==> config.mk <==
export PLATFORM = sky130hd
export DESIGN_NAME = sem_front
export DESIGN_NICKNAME = d
export VERILOG_FILES = /design/src/sv/sem_pkg.sv /design/src/sv/sem_front.sv
export SDC_FILE = /design/constraint.sdc
export NUM_CORES = 1
export LEC_CHECK = 0
export ABC_AREA = 1
export BUFFER_PORTS_ARGS = -buffer_cell sky130_fd_sc_hd__buf_2
export CAP_MARGIN = 30
export CORE_MARGIN = 5
export CORE_UTILIZATION = 45
export DETAILED_ROUTE_END_ITERATION = 10
export SETUP_SLACK_MARGIN = 0.5
export SYNTH_ARGS = -nofsm -noshare
export SYNTH_HDL_FRONTEND = slang
export SYNTH_SLANG_ARGS = --single-unit
==> constraint.sdc <==
create_clock -name clk -period 7.55 [get_ports clk]
set_input_delay 1.51 -clock clk [delete_from_list [all_inputs] [get_ports clk]]
set_output_delay 1.51 -clock clk [all_outputs]
set_load 0.03 [all_outputs]
==> src/sv/sem_pkg.sv <==
// Shared types, constants and helper functions of the Sobel edge magnitude unit.
`timescale 1ns / 1ps
package sem_pkg;

  // Line store depth and the width of a column index.
  localparam int MAX_WIDTH = 1024;
  localparam int MAX_HEIGHT = 4096;
  localparam int COL_W = $clog2(MAX_WIDTH);

  // Widths fixed by the register and field definitions.
  localparam int WCFG_W = 11;
  localparam int HCFG_W = 13;
  localparam int ROW_W = 13;
  localparam int CNT_W = 23;
  localparam int PIX_W = 8;
  localparam int MAG_W = 8;

  // Reset values of the geometry registers.
  localparam logic [WCFG_W-1:0] WIDTH_RESET = WCFG_W'(640);
  localparam logic [HCFG_W-1:0] HEIGHT_RESET = HCFG_W'(480);
  localparam logic [CNT_W-1:0] TOTAL_RESET = CNT_W'(640 * 480);

  // Configuration register indexes.
  localparam logic REG_IMAGE_WIDTH = 1'b0;
  localparam logic REG_IMAGE_HEIGHT = 1'b1;

  // Item opcodes.
  localparam logic OP_PIXEL = 1'b0;
  localparam logic OP_DRAIN = 1'b1;

  // Depth of the queue between the front and back parts.
  localparam int QDEPTH = 2;
  localparam int QPTR_W = $clog2(QDEPTH);
  localparam int QCNT_W = $clog2(QDEPTH + 1);

  typedef struct packed {
    logic opcode;
    logic [PIX_W-1:0] pixel;
  } in_item_t;

  typedef struct packed {
    logic [MAG_W-1:0] magnitude;
    logic last;
  } out_item_t;

  // Frame geometry that the front part works from.
  typedef struct packed {
    logic [WCFG_W-1:0] eff_width;
    logic [CNT_W-1:0] total;
  } geom_t;

  // A classified item as it travels from the front part to the back part.
  typedef struct packed {
    logic [COL_W-1:0] col;
    logic [PIX_W-1:0] value;
    logic top_ok;
    logic mid_ok;
    logic produce;
    logic last;
    logic zero_left;
    logic zero_right;
  } work_t;

  // Status of the back part's result register.
  typedef struct packed {
    logic load;
    logic occupied;
  } back_status_t;

  function automatic logic [WCFG_W-1:0] clamp_width(input logic [WCFG_W-1:0] w);
    logic [WCFG_W-1:0] r;
    r = w;
    if (w < WCFG_W'(3)) begin
      r = WCFG_W'(3);
    end else if (int'(w) > MAX_WIDTH) begin
      r = WCFG_W'(MAX_WIDTH);
    end
    return r;
  endfunction

  function automatic logic [HCFG_W-1:0] clamp_height(input logic [HCFG_W-1:0] h);
    logic [HCFG_W-1:0] r;
    r = h;
    if (h < HCFG_W'(3)) begin
      r = HCFG_W'(3);
    end else if (int'(h) > MAX_HEIGHT) begin
      r = HCFG_W'(MAX_HEIGHT);
    end
    return r;
  endfunction

endpackage

==> src/sv/sem_front.sv <==
// Front part: raster position tracking and classification of each accepted item.
`timescale 1ns / 1ps
module sem_front (
  input  logic              clk,
  input  logic              rst,
  input  logic              restart,
  input  sem_pkg::geom_t    geom,
  input  logic              accept,
  input  sem_pkg::in_item_t item,
  output sem_pkg::work_t    work
);
  import sem_pkg::*;

  logic [CNT_W-1:0] k;
  logic [COL_W-1:0] col;
  logic [ROW_W-1:0] row;
  logic [CNT_W-1:0] last_k;
  logic [WCFG_W-1:0] col_inc;
  logic in_image;

  assign last_k = geom.total + CNT_W'(geom.eff_width);
  assign in_image = (k < geom.total);
  assign col_inc = WCFG_W'(col) + 1'b1;

  always_comb begin
    work.col = col;
    work.value = (item.opcode == OP_PIXEL && in_image) ? item.pixel : '0;
    work.top_ok = (row >= ROW_W'(2));
    work.mid_ok = (row >= ROW_W'(1));
    work.produce = (k > CNT_W'(geom.eff_width)) && (k <= last_k);
    work.last = (k == last_k);
    work.zero_left = (col == COL_W'(1));
    work.zero_right = (col == '0);
  end

  always_ff @(posedge clk) begin
    if (rst || restart) begin
      k <= '0;
      col <= '0;
      row <= '0;
    end else if (accept) begin
      if (work.last) begin
        k <= '0;
        col <= '0;
        row <= '0;
      end else begin
        k <= k + 1'b1;
        if (col_inc >= geom.eff_width) begin
          col <= '0;
          row <= row + 1'b1;
        end else begin
          col <= COL_W'(col_inc);
        end
      end
    end
  end

endmodule

==> flow_summary_export.csv <==
group,metric,value,unit
outcome,outcome,"completed",
die,start_util,45.6,%
global_route,grt_start_max_net_pins,19,
global_route,grt.overflow.total,0,
timing,tns,0,ns
clock_tree,clock-root-buffer,"clkbuf_16",
final_layout,final_area,6050,sq um
routing,first_pass_iters,5,
power,ir_drop,76.9,uV
timing,worst_pin_slew,0.583,ns
die,die_h,120,um
clock_tree,cts_tree,"yes",
logic_synthesis,ys.warnings.count,0,
routing,drcViolationCount,0,
logic_synthesis,synthesis.nets,985,
clock_tree,cts_buffers,5,
hold_path,holdPathStages,2,
timing,fin_crit_sh,82.5,%
global_route,grt_pass1_vias,5198,
global_route,antenna_found_initial,0,
hold_path,hold_path_class,"register to register",
logic_synthesis,synthFlopType,"dfxtp_1",
timing,hold_viol,0,
routing,viasPerCell,5.25,
place,port_buffers,70,
clock_tree,cts_setup_buffers,0,
timing,relSlewSlack,60.8,%
clock_tree,hold_buffers,0,
power,pwr-share-clk,38.2,%
power,p_int,0.469,mW
final_layout,num-nets-final,1053,
timing,fin_skew,0.0116,ns
place,dpl.hpwl,12700,um
critical_path,critical_path_class,"input port to output port",
critical_path,worstPathMaxFanout,8,
place,finalWeightedCongestion,0.937,
die,fp.dieW,120,um
routing,avgRoutedWirePerCell,14.2,um
logic_synthesis,yosysTopAreaCell,"ha_1",
die,ios,71,
global_route,track_usage,21.2,%
critical_path,r2r_cells,15,
die,coreArea,11900,sq um
critical_path,worstPathRequired,6.04,ns
clock_tree,clkTransAtPathRegs,0.06,ns
timing,slew_violations,0,
die,die_area,14400,sq um
logic_synthesis,synth_area,5440,sq um
power,pwr-share-seq,36.3,%
clock_tree,cts_sinks,46,
flow_run,max_cap_violations,0,
final_layout,area.growth.synth_to_final,11.3,%
clock_tree,clock_path_buffers,2,
final_layout,final_util,50.8,%
power,p_sw,0.208,mW
die,rows,40,
clock_tree,htree_levels,2,
clock_tree,cts_resized,0,
power,swShare,30.8,%
global_route,grt_pass1_wl,24900,um
logic_synthesis,synth_top_area_share,19.6,%
logic_synthesis,syn_area_per_cell,6.38,sq um
timing,timing.fmax,161,MHz
logic_synthesis,synth.area.top_cells,"ha_1, dfxtp_1, nand2_1, inv_1, nor2_1",
critical_path,critPathLaunchType,"input port",
final_layout,n_antenna_cell,0,
logic_synthesis,synth-edff-count,0,
logic_synthesis,yosysSeqAreaShare,16.9,%
power,power_density,112,nW/um^2
clock_tree,clock_latency,0.30,ns
logic_synthesis,synthCells,852,
final_layout,final_layout_size_suffix_gt1_share,12.0,%
place,dpl_cell_area,5880,sq um
logic_synthesis,yosysUniqueCellTypes,41,
routing,ant_nets,0,
final_layout,fillers,1242,
critical_path,arrival,4.72,ns
logic_synthesis,ys_ff_latch,46,
critical_path,end_kind,"output port",
timing,rsz0062_at_grt,"no",
power,p_leak,3.12,nW
routing,wl,15100,um
routing,first_iter_violations,355,
logic_synthesis,synth.top_cells.by_count,"nand2_1, inv_1, nor2_1",
logic_synthesis,yosysMostFrequentCell,"nand2_1",
logic_synthesis,async_reset_ff_share,0,%
timing,finalCriticalPeriod,6.23,ns
power,p_comb_share,25.6,%
routing,vias,5599,
timing,setup_viol,0,
-- cell usage in the layout, fill, tap and decap left out, types with 3 or more instances in the layout --
cell,count
or2_2,4
o21a_1,5
nor2_1,97
o21ai_1,4
xnor2_1,11
a21oi_1,64
o211ai_1,3
nand2_2,5
nor3_1,26
nor2_4,5
clkbuf_16,5
o21ai_0,23
inv_2,3
nand4_1,24
xor2_1,20
buf_2,70
nor2_2,7
dfxtp_1,46
inv_1,126
nand2_1,203
ha_1,85
nor4_1,3
o22ai_1,6
nand3_1,55
-- final timing paths --
| check | start | to | slack, ns |
|---|---|---|---|
| max reg2reg | col[0] | row[1] | 4.54 |
| min | row[12] | row[12] | 0.50 |
| min reg2reg | row[12] | row[12] | 0.50 |
| max | geom[23] | work[3] | 1.32 |
-- metal layers --
layer	vias to the layer above	track usage (%)	share of wire [%]
li1	2925	-	-
met1	2524	28.7	48
met2	131	35.5	45
met3	19	3.30	5.9
met4	0	4.87	1.5
met5	-	0	0
-- final cells by class --
type	count	area, sq um	area share (%)
multi-input combinational	668	3940	65.2
sequential	46	921	15.2
inverter	129	484	8.00
timing repair buffer	70	350	5.79
tap	147	184	3.04
clock buffer	6	139	2.29
clock inverter	1	30.0	0.496
-- kinds of logic (layout without fill, tap and decap cells) --
group | count (synthesis) | in the layout | synth area share [%]
xor+xnor | 31 | 31 | 4.99
compound gates | 108 | 108 | 10.7
simple gates | 443 | 443 | 37.0
fa+ha+maj | 86 | 86 | 19.9
flops | 46 | 46 | 16.9
buf+inv | 138 | 206 | 10.5
-- worst max-delay path: stages --
cell      delay, ns
buf_2          0.11
ha_1           0.17
inv_1          0.06
fa_1           0.39
nand3b_1       0.18
nand2_1        0.15
nand2_1        0.06
nand2_1        0.18
nand3_1        0.10
nand2_1        0.11
nand2_1        0.07
xor2_1         0.14
ha_1           0.31
nand2_1        0.06
nor2_1         0.08
nand2_1        0.06
nor2_1         0.43
inv_1          0.12
a21oi_1        0.20
buf_2          0.22
-- stage by stage --
step                      hold WS [ns]  cells  power, mW  setup slack [ns]
after floorplan                  0.452    852      0.374              1.74
after global placement           0.477   1060      0.420              1.41
after detailed placement         0.499   1060      0.423              1.32
after CTS                        0.509   1067      0.683              1.31
after global routing             0.523   1067      0.715             0.975
final                            0.498   1067      0.677              1.32
-- state kept, by name, summed over array words and instances (netlist names) --
signal / cells
row: 13
col: 10
k: 23
-- power groups by stage --
stage	logic (mW)	clock network [mW]	registers [mW]
floorplan	0.122	0	0.252
global placement	0.169	0	0.251
detailed placement	0.172	0	0.251
CTS	0.173	0.265	0.245
global route	0.196	0.273	0.246
finish	0.173	0.259	0.245
No activity file was read; power rests on OpenSTA's default activity.
