===== src/sv/sem_pkg.sv =====
// Shared types, constants and helper functions of the Sobel edge magnitude unit.
`timescale 1ns / 1ps
package sem_pkg;

  // Line store depth and the width of a column index.
  localparam int MAX_WIDTH = 1024;
  localparam int MAX_HEIGHT = 4096;
  localparam int COL_W = $clog2(MAX_WIDTH);

  // Widths fixed by the register and field definitions.
  localparam int WCFG_W = 11;
  localparam int HCFG_W = 13;
  localparam int ROW_W = 13;
  localparam int CNT_W = 23;
  localparam int PIX_W = 8;
  localparam int MAG_W = 8;

  // Reset values of the geometry registers.
  localparam logic [WCFG_W-1:0] WIDTH_RESET = WCFG_W'(640);
  localparam logic [HCFG_W-1:0] HEIGHT_RESET = HCFG_W'(480);
  localparam logic [CNT_W-1:0] TOTAL_RESET = CNT_W'(640 * 480);

  // Configuration register indexes.
  localparam logic REG_IMAGE_WIDTH = 1'b0;
  localparam logic REG_IMAGE_HEIGHT = 1'b1;

  // Item opcodes.
  localparam logic OP_PIXEL = 1'b0;
  localparam logic OP_DRAIN = 1'b1;

  // Depth of the queue between the front and back parts.
  localparam int QDEPTH = 2;
  localparam int QPTR_W = $clog2(QDEPTH);
  localparam int QCNT_W = $clog2(QDEPTH + 1);

  typedef struct packed {
    logic opcode;
    logic [PIX_W-1:0] pixel;
  } in_item_t;

  typedef struct packed {
    logic [MAG_W-1:0] magnitude;
    logic last;
  } out_item_t;

  // Frame geometry that the front part works from.
  typedef struct packed {
    logic [WCFG_W-1:0] eff_width;
    logic [CNT_W-1:0] total;
  } geom_t;

  // A classified item as it travels from the front part to the back part.
  typedef struct packed {
    logic [COL_W-1:0] col;
    logic [PIX_W-1:0] value;
    logic top_ok;
    logic mid_ok;
    logic produce;
    logic last;
    logic zero_left;
    logic zero_right;
  } work_t;

  // Status of the back part's result register.
  typedef struct packed {
    logic load;
    logic occupied;
  } back_status_t;

  function automatic logic [WCFG_W-1:0] clamp_width(input logic [WCFG_W-1:0] w);
    logic [WCFG_W-1:0] r;
    r = w;
    if (w < WCFG_W'(3)) begin
      r = WCFG_W'(3);
    end else if (int'(w) > MAX_WIDTH) begin
      r = WCFG_W'(MAX_WIDTH);
    end
    return r;
  endfunction

  function automatic logic [HCFG_W-1:0] clamp_height(input logic [HCFG_W-1:0] h);
    logic [HCFG_W-1:0] r;
    r = h;
    if (h < HCFG_W'(3)) begin
      r = HCFG_W'(3);
    end else if (int'(h) > MAX_HEIGHT) begin
      r = HCFG_W'(MAX_HEIGHT);
    end
    return r;
  endfunction

endpackage


===== src/sv/sem_queue.sv =====
// Short FIFO of classified items between the front and back parts.
`timescale 1ns / 1ps
module sem_queue (
  input  logic           clk,
  input  logic           rst,
  input  logic           push,
  input  sem_pkg::work_t din,
  output logic           full,
  input  logic           pop,
  output sem_pkg::work_t dout,
  output logic           empty,
  output logic [sem_pkg::QCNT_W-1:0] count
);
  import sem_pkg::*;

  work_t slots [QDEPTH];
  logic [QPTR_W-1:0] wr_ptr;
  logic [QPTR_W-1:0] rd_ptr;
  logic [QCNT_W-1:0] count_next;
  logic do_push;
  logic do_pop;

  assign full = (count == QCNT_W'(QDEPTH));
  assign empty = (count == '0);
  assign do_push = push && !full;
  assign do_pop = pop && !empty;
  assign dout = slots[rd_ptr];

  always_comb begin
    count_next = count;
    if (do_push && !do_pop) begin
      count_next = count + 1'b1;
    end else if (do_pop && !do_push) begin
      count_next = count - 1'b1;
    end
  end

  always_ff @(posedge clk) begin
    if (rst) begin
      wr_ptr <= '0;
      rd_ptr <= '0;
      count <= '0;
    end else begin
      if (do_push) begin
        wr_ptr <= (wr_ptr == QPTR_W'(QDEPTH - 1)) ? '0 : wr_ptr + 1'b1;
      end
      if (do_pop) begin
        rd_ptr <= (rd_ptr == QPTR_W'(QDEPTH - 1)) ? '0 : rd_ptr + 1'b1;
      end
      count <= count_next;
    end
  end

  always_ff @(posedge clk) begin
    if (do_push) begin
      slots[wr_ptr] <= din;
    end
  end

endmodule


===== config.mk =====
export PLATFORM = sky130hd
export DESIGN_NAME = sem_queue
export DESIGN_NICKNAME = d
export VERILOG_FILES = /design/src/sv/sem_pkg.sv /design/src/sv/sem_queue.sv
export SDC_FILE = /design/constraint.sdc
export NUM_CORES = 1
export LEC_CHECK = 0
export BUFFER_PORTS_ARGS = -buffer_cell sky130_fd_sc_hd__buf_2
export CAP_MARGIN = 20
export CORE_ASPECT_RATIO = 1.1
export CORE_UTILIZATION = 50
export DETAILED_ROUTE_END_ITERATION = 12
export PLACE_DENSITY = 0.77
export SYNTH_ARGS = -nofsm -noshare
export SYNTH_HDL_FRONTEND = slang
export SYNTH_SLANG_ARGS = --single-unit

===== constraint.sdc =====
create_clock -name clk -period 2.11 [get_ports clk]
set_input_delay 0.3165 -clock clk [delete_from_list [all_inputs] [get_ports clk]]
set_output_delay 0.3165 -clock clk [all_outputs]
set_load 0.01 [all_outputs]

==> results.json, run 1 <==
{
  "run_status": "finished clean",
  "synthDominantCellAreaShare_pct": 74.1,
  "first_global_vias": 1119,
  "synth_cell_types": 13,
  "period_share_pct": 82.7,
  "detail_route.wl_per_cell_um": 15.1,
  "die_h_um": 67.4,
  "timing.critical_path.cells": "nor2b_2 > or3_1 > inv_1 > buf_4",
  "power.static_leakage_nw": 0.955,
  "tns_ps": 0,
  "slowest_stage": "dfxtp_1",
  "power_density_nw_per_um2": 1210,
  "cts_h_tree_depth": 2,
  "final_core_utilization_pct": 66.4,
  "postCtsSetupRepairBufs": 0,
  "cp_top_family": "buffers and inverters",
  "maxSlewHeadroom_pct": 70.6,
  "cts-hold-fix-buffers": 0,
  "tritoncts_clock_tree": "done",
  "mappedNetlistNets": 129,
  "syn_inst": 100,
  "std_cell_rows": 23,
  "critical_path_arrival_ps": 1750,
  "tritoncts.num_buffers": 5,
  "grt_setup_unrepaired": "no",
  "timing.critical_path.slowest_cell_delay_ps": 370,
  "p_clk_share_pct": 26.1,
  "drt-pass1-iter-count": 3,
  "post-synth-top-area-cell": "edfxtp_1",
  "worst_clock_skew_ps": 4.29,
  "sequential_to_total_area_share_from_yosys_stat_pct": 79.3,
  "area_growth_pct": 25.8,
  "floorplan.initialDensity_pct": 52.8,
  "slew_viol_final": 0,
  "antenna_found_initial": 0,
  "clk-insertion-delay-late_ps": 290,
  "setup.worst_path.start_class": "flop",
  "transition_time_at_the_pin_with_the_least_slew_margin_ps": 441,
  "end_kind": "flop",
  "overflow": 0,
  "pin_count": 56,
  "worst_hold_path_type": "in2reg",
  "netlist_top_cells_area": "edfxtp_1 (74%), mux2_2 (14%), dfxtp_1 (5.1%), xor2_1 (1.4%), nor2_1 (0.97%)",
  "max_clock_buf_depth": 2,
  "finalWorstPathRequiredPeriod_ps": 1750,
  "max_capacitance_violation_count": 0,
  "fp.dieW_um": 61.5,
  "yosys.area_share.xor_xnor_pct": 1.35,
  "place.gp.congestion": 0.701,
  "final.fill_count": 276,
  "comb_power_share_pct": 27.1,
  "tritoncts_num_sinks": 53,
  "synth_compound_area_share_pct": 1.29,
  "grt_first_pass_wirelength_um": 4850,
  "timing.critical_path.buf_inv": 2,
  "gr-usage-all-layers_pct": 17.2,
  "avgSynthCellArea_sq_um": 19.4,
  "placement.io_buffers": 55,
  "synth_seq_cells": 53,
  "post_synth_instance_area_sq_um": 1940,
  "route.antenna.remaining_nets": 0,
  "drt-initial-drc-count": 26,
  "sw_share_pct": 26.3,
  "core_area_sq_um": 3680,
  "clk_transition_reported_paths_ps": 90,
  "synth-simple-area-share_pct": 2.38,
  "routed_via_density": 4.91,
  "remaining_drc_errors": 0,
  "p_sw_mw": 0.778,
  "pwr-share-seq_pct": 46.8,
  "fin_nets": 194,
  "final_layout_size_suffix_gt1_share_pct": 56.6,
  "detailedPlacementHpwl_um": 2370,
  "max-vdd-ir-drop_mv": 0.822,
  "required_time_of_the_critical_path_ps": 2110,
  "start_to_end_type_of_the_worst_setup_path": "reg2reg",
  "main_combinational_cell_family_by_area_after_synthesis": "multiplexers",
  "die_area_sq_um": 4140,
  "muxShareOfSynthArea_pct": 13.9,
  "biggest_fanout_along_the_worst_timing_path": 10,
  "timing.final.hold_violations": 0,
  "totalWireLength_um": 3260,
  "cts_resized": 0,
  "pin_count_of_the_biggest_net_entering_global_routing": 17,
  "vias": 1060,
  "yosysWarningCount": 0,
  "finalHoldWorstSlack_ps": 204,
  "n_antenna_cell": 0,
  "root_buffer": "clkbuf_8",
  "total_internal_power_mw": 2.18,
  "report.final.setup_viol": 0,
  "max_freq_mhz": 573,
  "adder_and_majority_cell_fraction_of_the_synthesized_area_pct": 0.644
}
-- Yosys cell counts (all sizes together) --
master / number
buf: 3
xor2: 3
ha: 1
or3: 2
dfxtp: 5
mux2: 24
o21ai: 3
a21oi: 2
edfxtp: 48
nor2b: 1
inv: 2
and2: 1
nor2: 5
-- state kept, by name, indices dropped and copies added (netlist names), named ones only --
name    cells
count       2
rd_ptr      1
slots      48
wr_ptr      1
-- cell usage in the layout, fill, tap and decap left out --
cell and count:
edfxtp_1 48, ha_1 1, clkinv_2 1, inv_1 2, mux2_2 24, buf_2 55, buf_4 6, nor2b_2 1
xor2_1 3, a21oi_1 2, clkbuf_8 5, nor2_1 5, bufinv_16 2, dfxtp_1 5, o21ai_0 3, or3_1 2
and2_1 1
-- logic make-up (layout without fill, tap and decap cells) --
logic type                 count (synthesis)  after routing
DFF                                       53             53
xor gates and xnor gates                   3              3
adders and majority gates                  1              1
AOI/OAI and AO/OA                          5              5
buffers and inverters                      5             71
and+or+nand+nor                            9              9
muxes                                     24             24
-- cell type report --
class	count	area [sq um]	area share, %
Timing Repair Buffer	61	320	13.1
Sequential cell	53	1540	63.0
Clock inverter	3	65.1	2.66
Inverter	2	7.51	0.307
Tap cell	50	62.6	2.56
Clock buffer	5	68.8	2.81
Multi-Input combinational cell	42	380	15.5
-- worst reg2reg max path, stage by stage (launching register included) --
cell,delay [ps]
dfxtp_1,370
nor2b_2,190
or3_1,340
inv_1,290
buf_4,260
-- metrics by stage --
stage	cell area, sq um	cells	total power [mW]	setup slack [ps]
5_1_grt	2450	216	3.09	275
4_1_cts	2450	216	2.99	363
3_5_place_dp	2310	208	2.22	375
3_3_place_gp	2310	208	2.17	475
6_report	2450	216	2.96	365
2_1_floorplan	1940	100	1.90	337
-- power groups by stage --
stage	clock network [mW]	registers, mW	logic, mW
after floorplan	0	1.40	0.498
after global placement	0	1.39	0.780
after detailed placement	0	1.41	0.811
after CTS	0.784	1.38	0.819
after global routing	0.814	1.40	0.875
final	0.772	1.38	0.802
-- routing by layer --
metal / GRT usage (%) / up-vias / share of wire, %
met3: 5.17 / 5 / 4.9
met2: 30.8 / 33 / 54
li1: - / 514 / -
met5: 0 / - / 0
met1: 18.2 / 508 / 39
met4: 8.33 / 0 / 1.6
-- final timing paths --
check                         from                endpoint  slack, ps  cells after the start
max          count[1]$_SDFFE_PP0P_  slots[0][20]$_DFFE_PP_        360                      4
min                        din[17]  slots[1][17]$_DFFE_PP_        200                      1
max reg2reg  count[1]$_SDFFE_PP0P_  slots[0][20]$_DFFE_PP_        360                      4
min reg2reg    wr_ptr$_SDFFE_PP0P_     wr_ptr$_SDFFE_PP0P_        500                      2
Note: power is estimated with default switching activity, not from simulation.
==> run 2, diff against run 1 <==
CORE_UTILIZATION = 45   (was 50)
PLACE_DENSITY = 0.74   (was 0.77)
clock period = 1.6 ns   (was 2.11 ns; I/O delays follow)
==> results.json, run 2 (same netlist as run 1, synthesis figures left out) <==
{
  "drt-initial-drc-count": 36,
  "tritoncts.num_buffers": 5,
  "core_area_sq_um": 4050,
  "worst_clock_skew_ps": 4.88,
  "pin_count": 56,
  "gr-usage-all-layers_pct": 14.5,
  "cts_h_tree_depth": 2,
  "max_flop_register": "slots",
  "post-layout-total-power_mw": 3.97,
  "antenna_found_initial": 0,
  "start_to_end_type_of_the_worst_setup_path": "reg2out",
  "tritoncts_num_sinks": 53,
  "finish.instance_area_sq_um": 2490,
  "critical_path_arrival_ps": 1310,
  "final_layout_size_suffix_gt1_share_pct": 59.6,
  "area_growth_pct": 27.9,
  "first_global_vias": 1088,
  "place.gp.congestion": 0.655,
  "die_area_sq_um": 4590,
  "fp.dieW_um": 64.7,
  "setup.worst_path.start_class": "flop",
  "routed_via_density": 4.77,
  "slew_viol_final": 0,
  "pin_count_of_the_biggest_net_entering_global_routing": 17,
  "totalWireLength_um": 3100,
  "floorplan.initialDensity_pct": 48.0,
  "required_time_of_the_critical_path_ps": 1360,
  "max-vdd-ir-drop_mv": 0.964,
  "tritoncts_clock_tree": "done",
  "biggest_fanout_along_the_worst_timing_path": 14,
  "remaining_drc_errors": 0,
  "maxSlewHeadroom_pct": 85.2,
  "detail_route.wl_per_cell_um": 14.2,
  "mostFrequentLayoutCell": "buf_2",
  "die_h_um": 70.9,
  "std_cell_rows": 24,
  "multi_input_area_sq_um": 387,
  "timing.final.hold_violations": 0,
  "final_core_utilization_pct": 61.3,
  "route.antenna.remaining_nets": 0,
  "worst_slack_ps": 50.2,
  "fin_nets": 194,
  "tns_ps": 0,
  "period_share_pct": 96.9,
  "vias": 1039,
  "transition_time_at_the_pin_with_the_least_slew_margin_ps": 220,
  "area_taken_by_flip_flops_and_latches_sq_um": 1550,
  "largest_register_ff_count": 48,
  "drt-pass1-iter-count": 4,
  "finalWorstPathRequiredPeriod_ps": 1550,
  "n_antenna_cell": 0,
  "detailedPlacementHpwl_um": 2200,
  "overflow": 0,
  "reg_top3": "slots x48, count x2",
  "end_kind": "output pin",
  "placement.io_buffers": 55,
  "max_freq_mhz": 645,
  "final.fill_count": 305,
  "root_buffer": "clkbuf_8",
  "postCtsSetupRepairBufs": 0,
  "max_capacitance_violation_count": 0,
  "grt_first_pass_wirelength_um": 4820,
  "placed_cell_area_sq_um": 2330,
  "max_clock_buf_depth": 2,
  "power_density_nw_per_um2": 1600,
  "clk-insertion-delay-late_ps": 300,
  "run_status": "finished clean",
  "worst_hold_path_type": "in2reg",
  "power.static_leakage_nw": 0.958,
  "report.final.setup_viol": 0,
  "layout.cells.most_common_list": "buf_2 (55), edfxtp_1 (48), mux2_2 (24)",
  "post-place-ws_ps": 23.1,
  "clk_transition_reported_paths_ps": 90,
  "cts-hold-fix-buffers": 0
}
run 2: changes by cell type in the layout (fill, tap and decap cells not counted):
cell	previous run	this run
and2_1	1	0
and2_2	0	1
buf_12	0	1
buf_4	6	3
buf_6	0	1
buf_8	0	1
clkinvlp_4	0	1
dfxtp_1	5	2
dfxtp_2	0	3
inv_1	2	1
nor2b_2	1	0
nor2b_4	0	1
o21ai_0	3	2
o21ai_1	0	1
run 2: critical path: stages, from the launching register on:
cell	delay [ps]
dfxtp_2	360
buf_8	160
mux2_2	350
buf_2	140
run 2: path summary, 6_finish.rpt:
kind,slack [ps],from,cells past startpoint,end
worst max register to register,80,count[1]$_SDFFE_PP0P_,6,count[1]$_SDFFE_PP0P_
worst max-delay path,50,flop,3,dout[15]
worst min-delay path,120,din[14],1,slots[1][14]$_DFFE_PP_
worst min register to register,520,wr_ptr$_SDFFE_PP0P_,2,wr_ptr$_SDFFE_PP0P_
run 2: repair_timing:
item / in CTS / in global routing
hold endpoints to repair: 0 / 0
setup endpoints to repair: 8 / 23
gates resized for setup: 4 / 4
gates cloned: 0 / 0
run 2: layout make-up:
type	count	area share [%]
multi-input cells	42	15.6
inverters	2	0.453
clock inverters	3	2.62
flip-flops and latches	53	62.2
repair buffers	61	13.8
well taps	52	2.62
clock buffers	5	2.77
run 2: per-stage QoR:
| stage | hold slack [ps] | std cells |
|---|---|---|
| after floorplan | 309 | 100 |
| after global placement | 429 | 210 |
| after detailed placement | 432 | 210 |
| after CTS | 112 | 218 |
| after global routing | 113 | 218 |
| final | 124 | 218 |
run 2: power breakdown:
group | leakage [nW] | switching (mW) | internal [mW]
combinational | 0.399 | 0.548 | 0.559
sequential | 0.491 | 0.0872 | 1.75
clock | 0.0681 | 0.402 | 0.621
run 2: per-layer routing:
metal | share of wire, % | GRT usage, % | vias to the layer above
li1 | - | - | 507
met1 | 39 | 16.4 | 486
met2 | 53 | 25.1 | 40
met3 | 5.6 | 4.68 | 6
met4 | 1.8 | 5.93 | 0
met5 | 0 | 0 | -
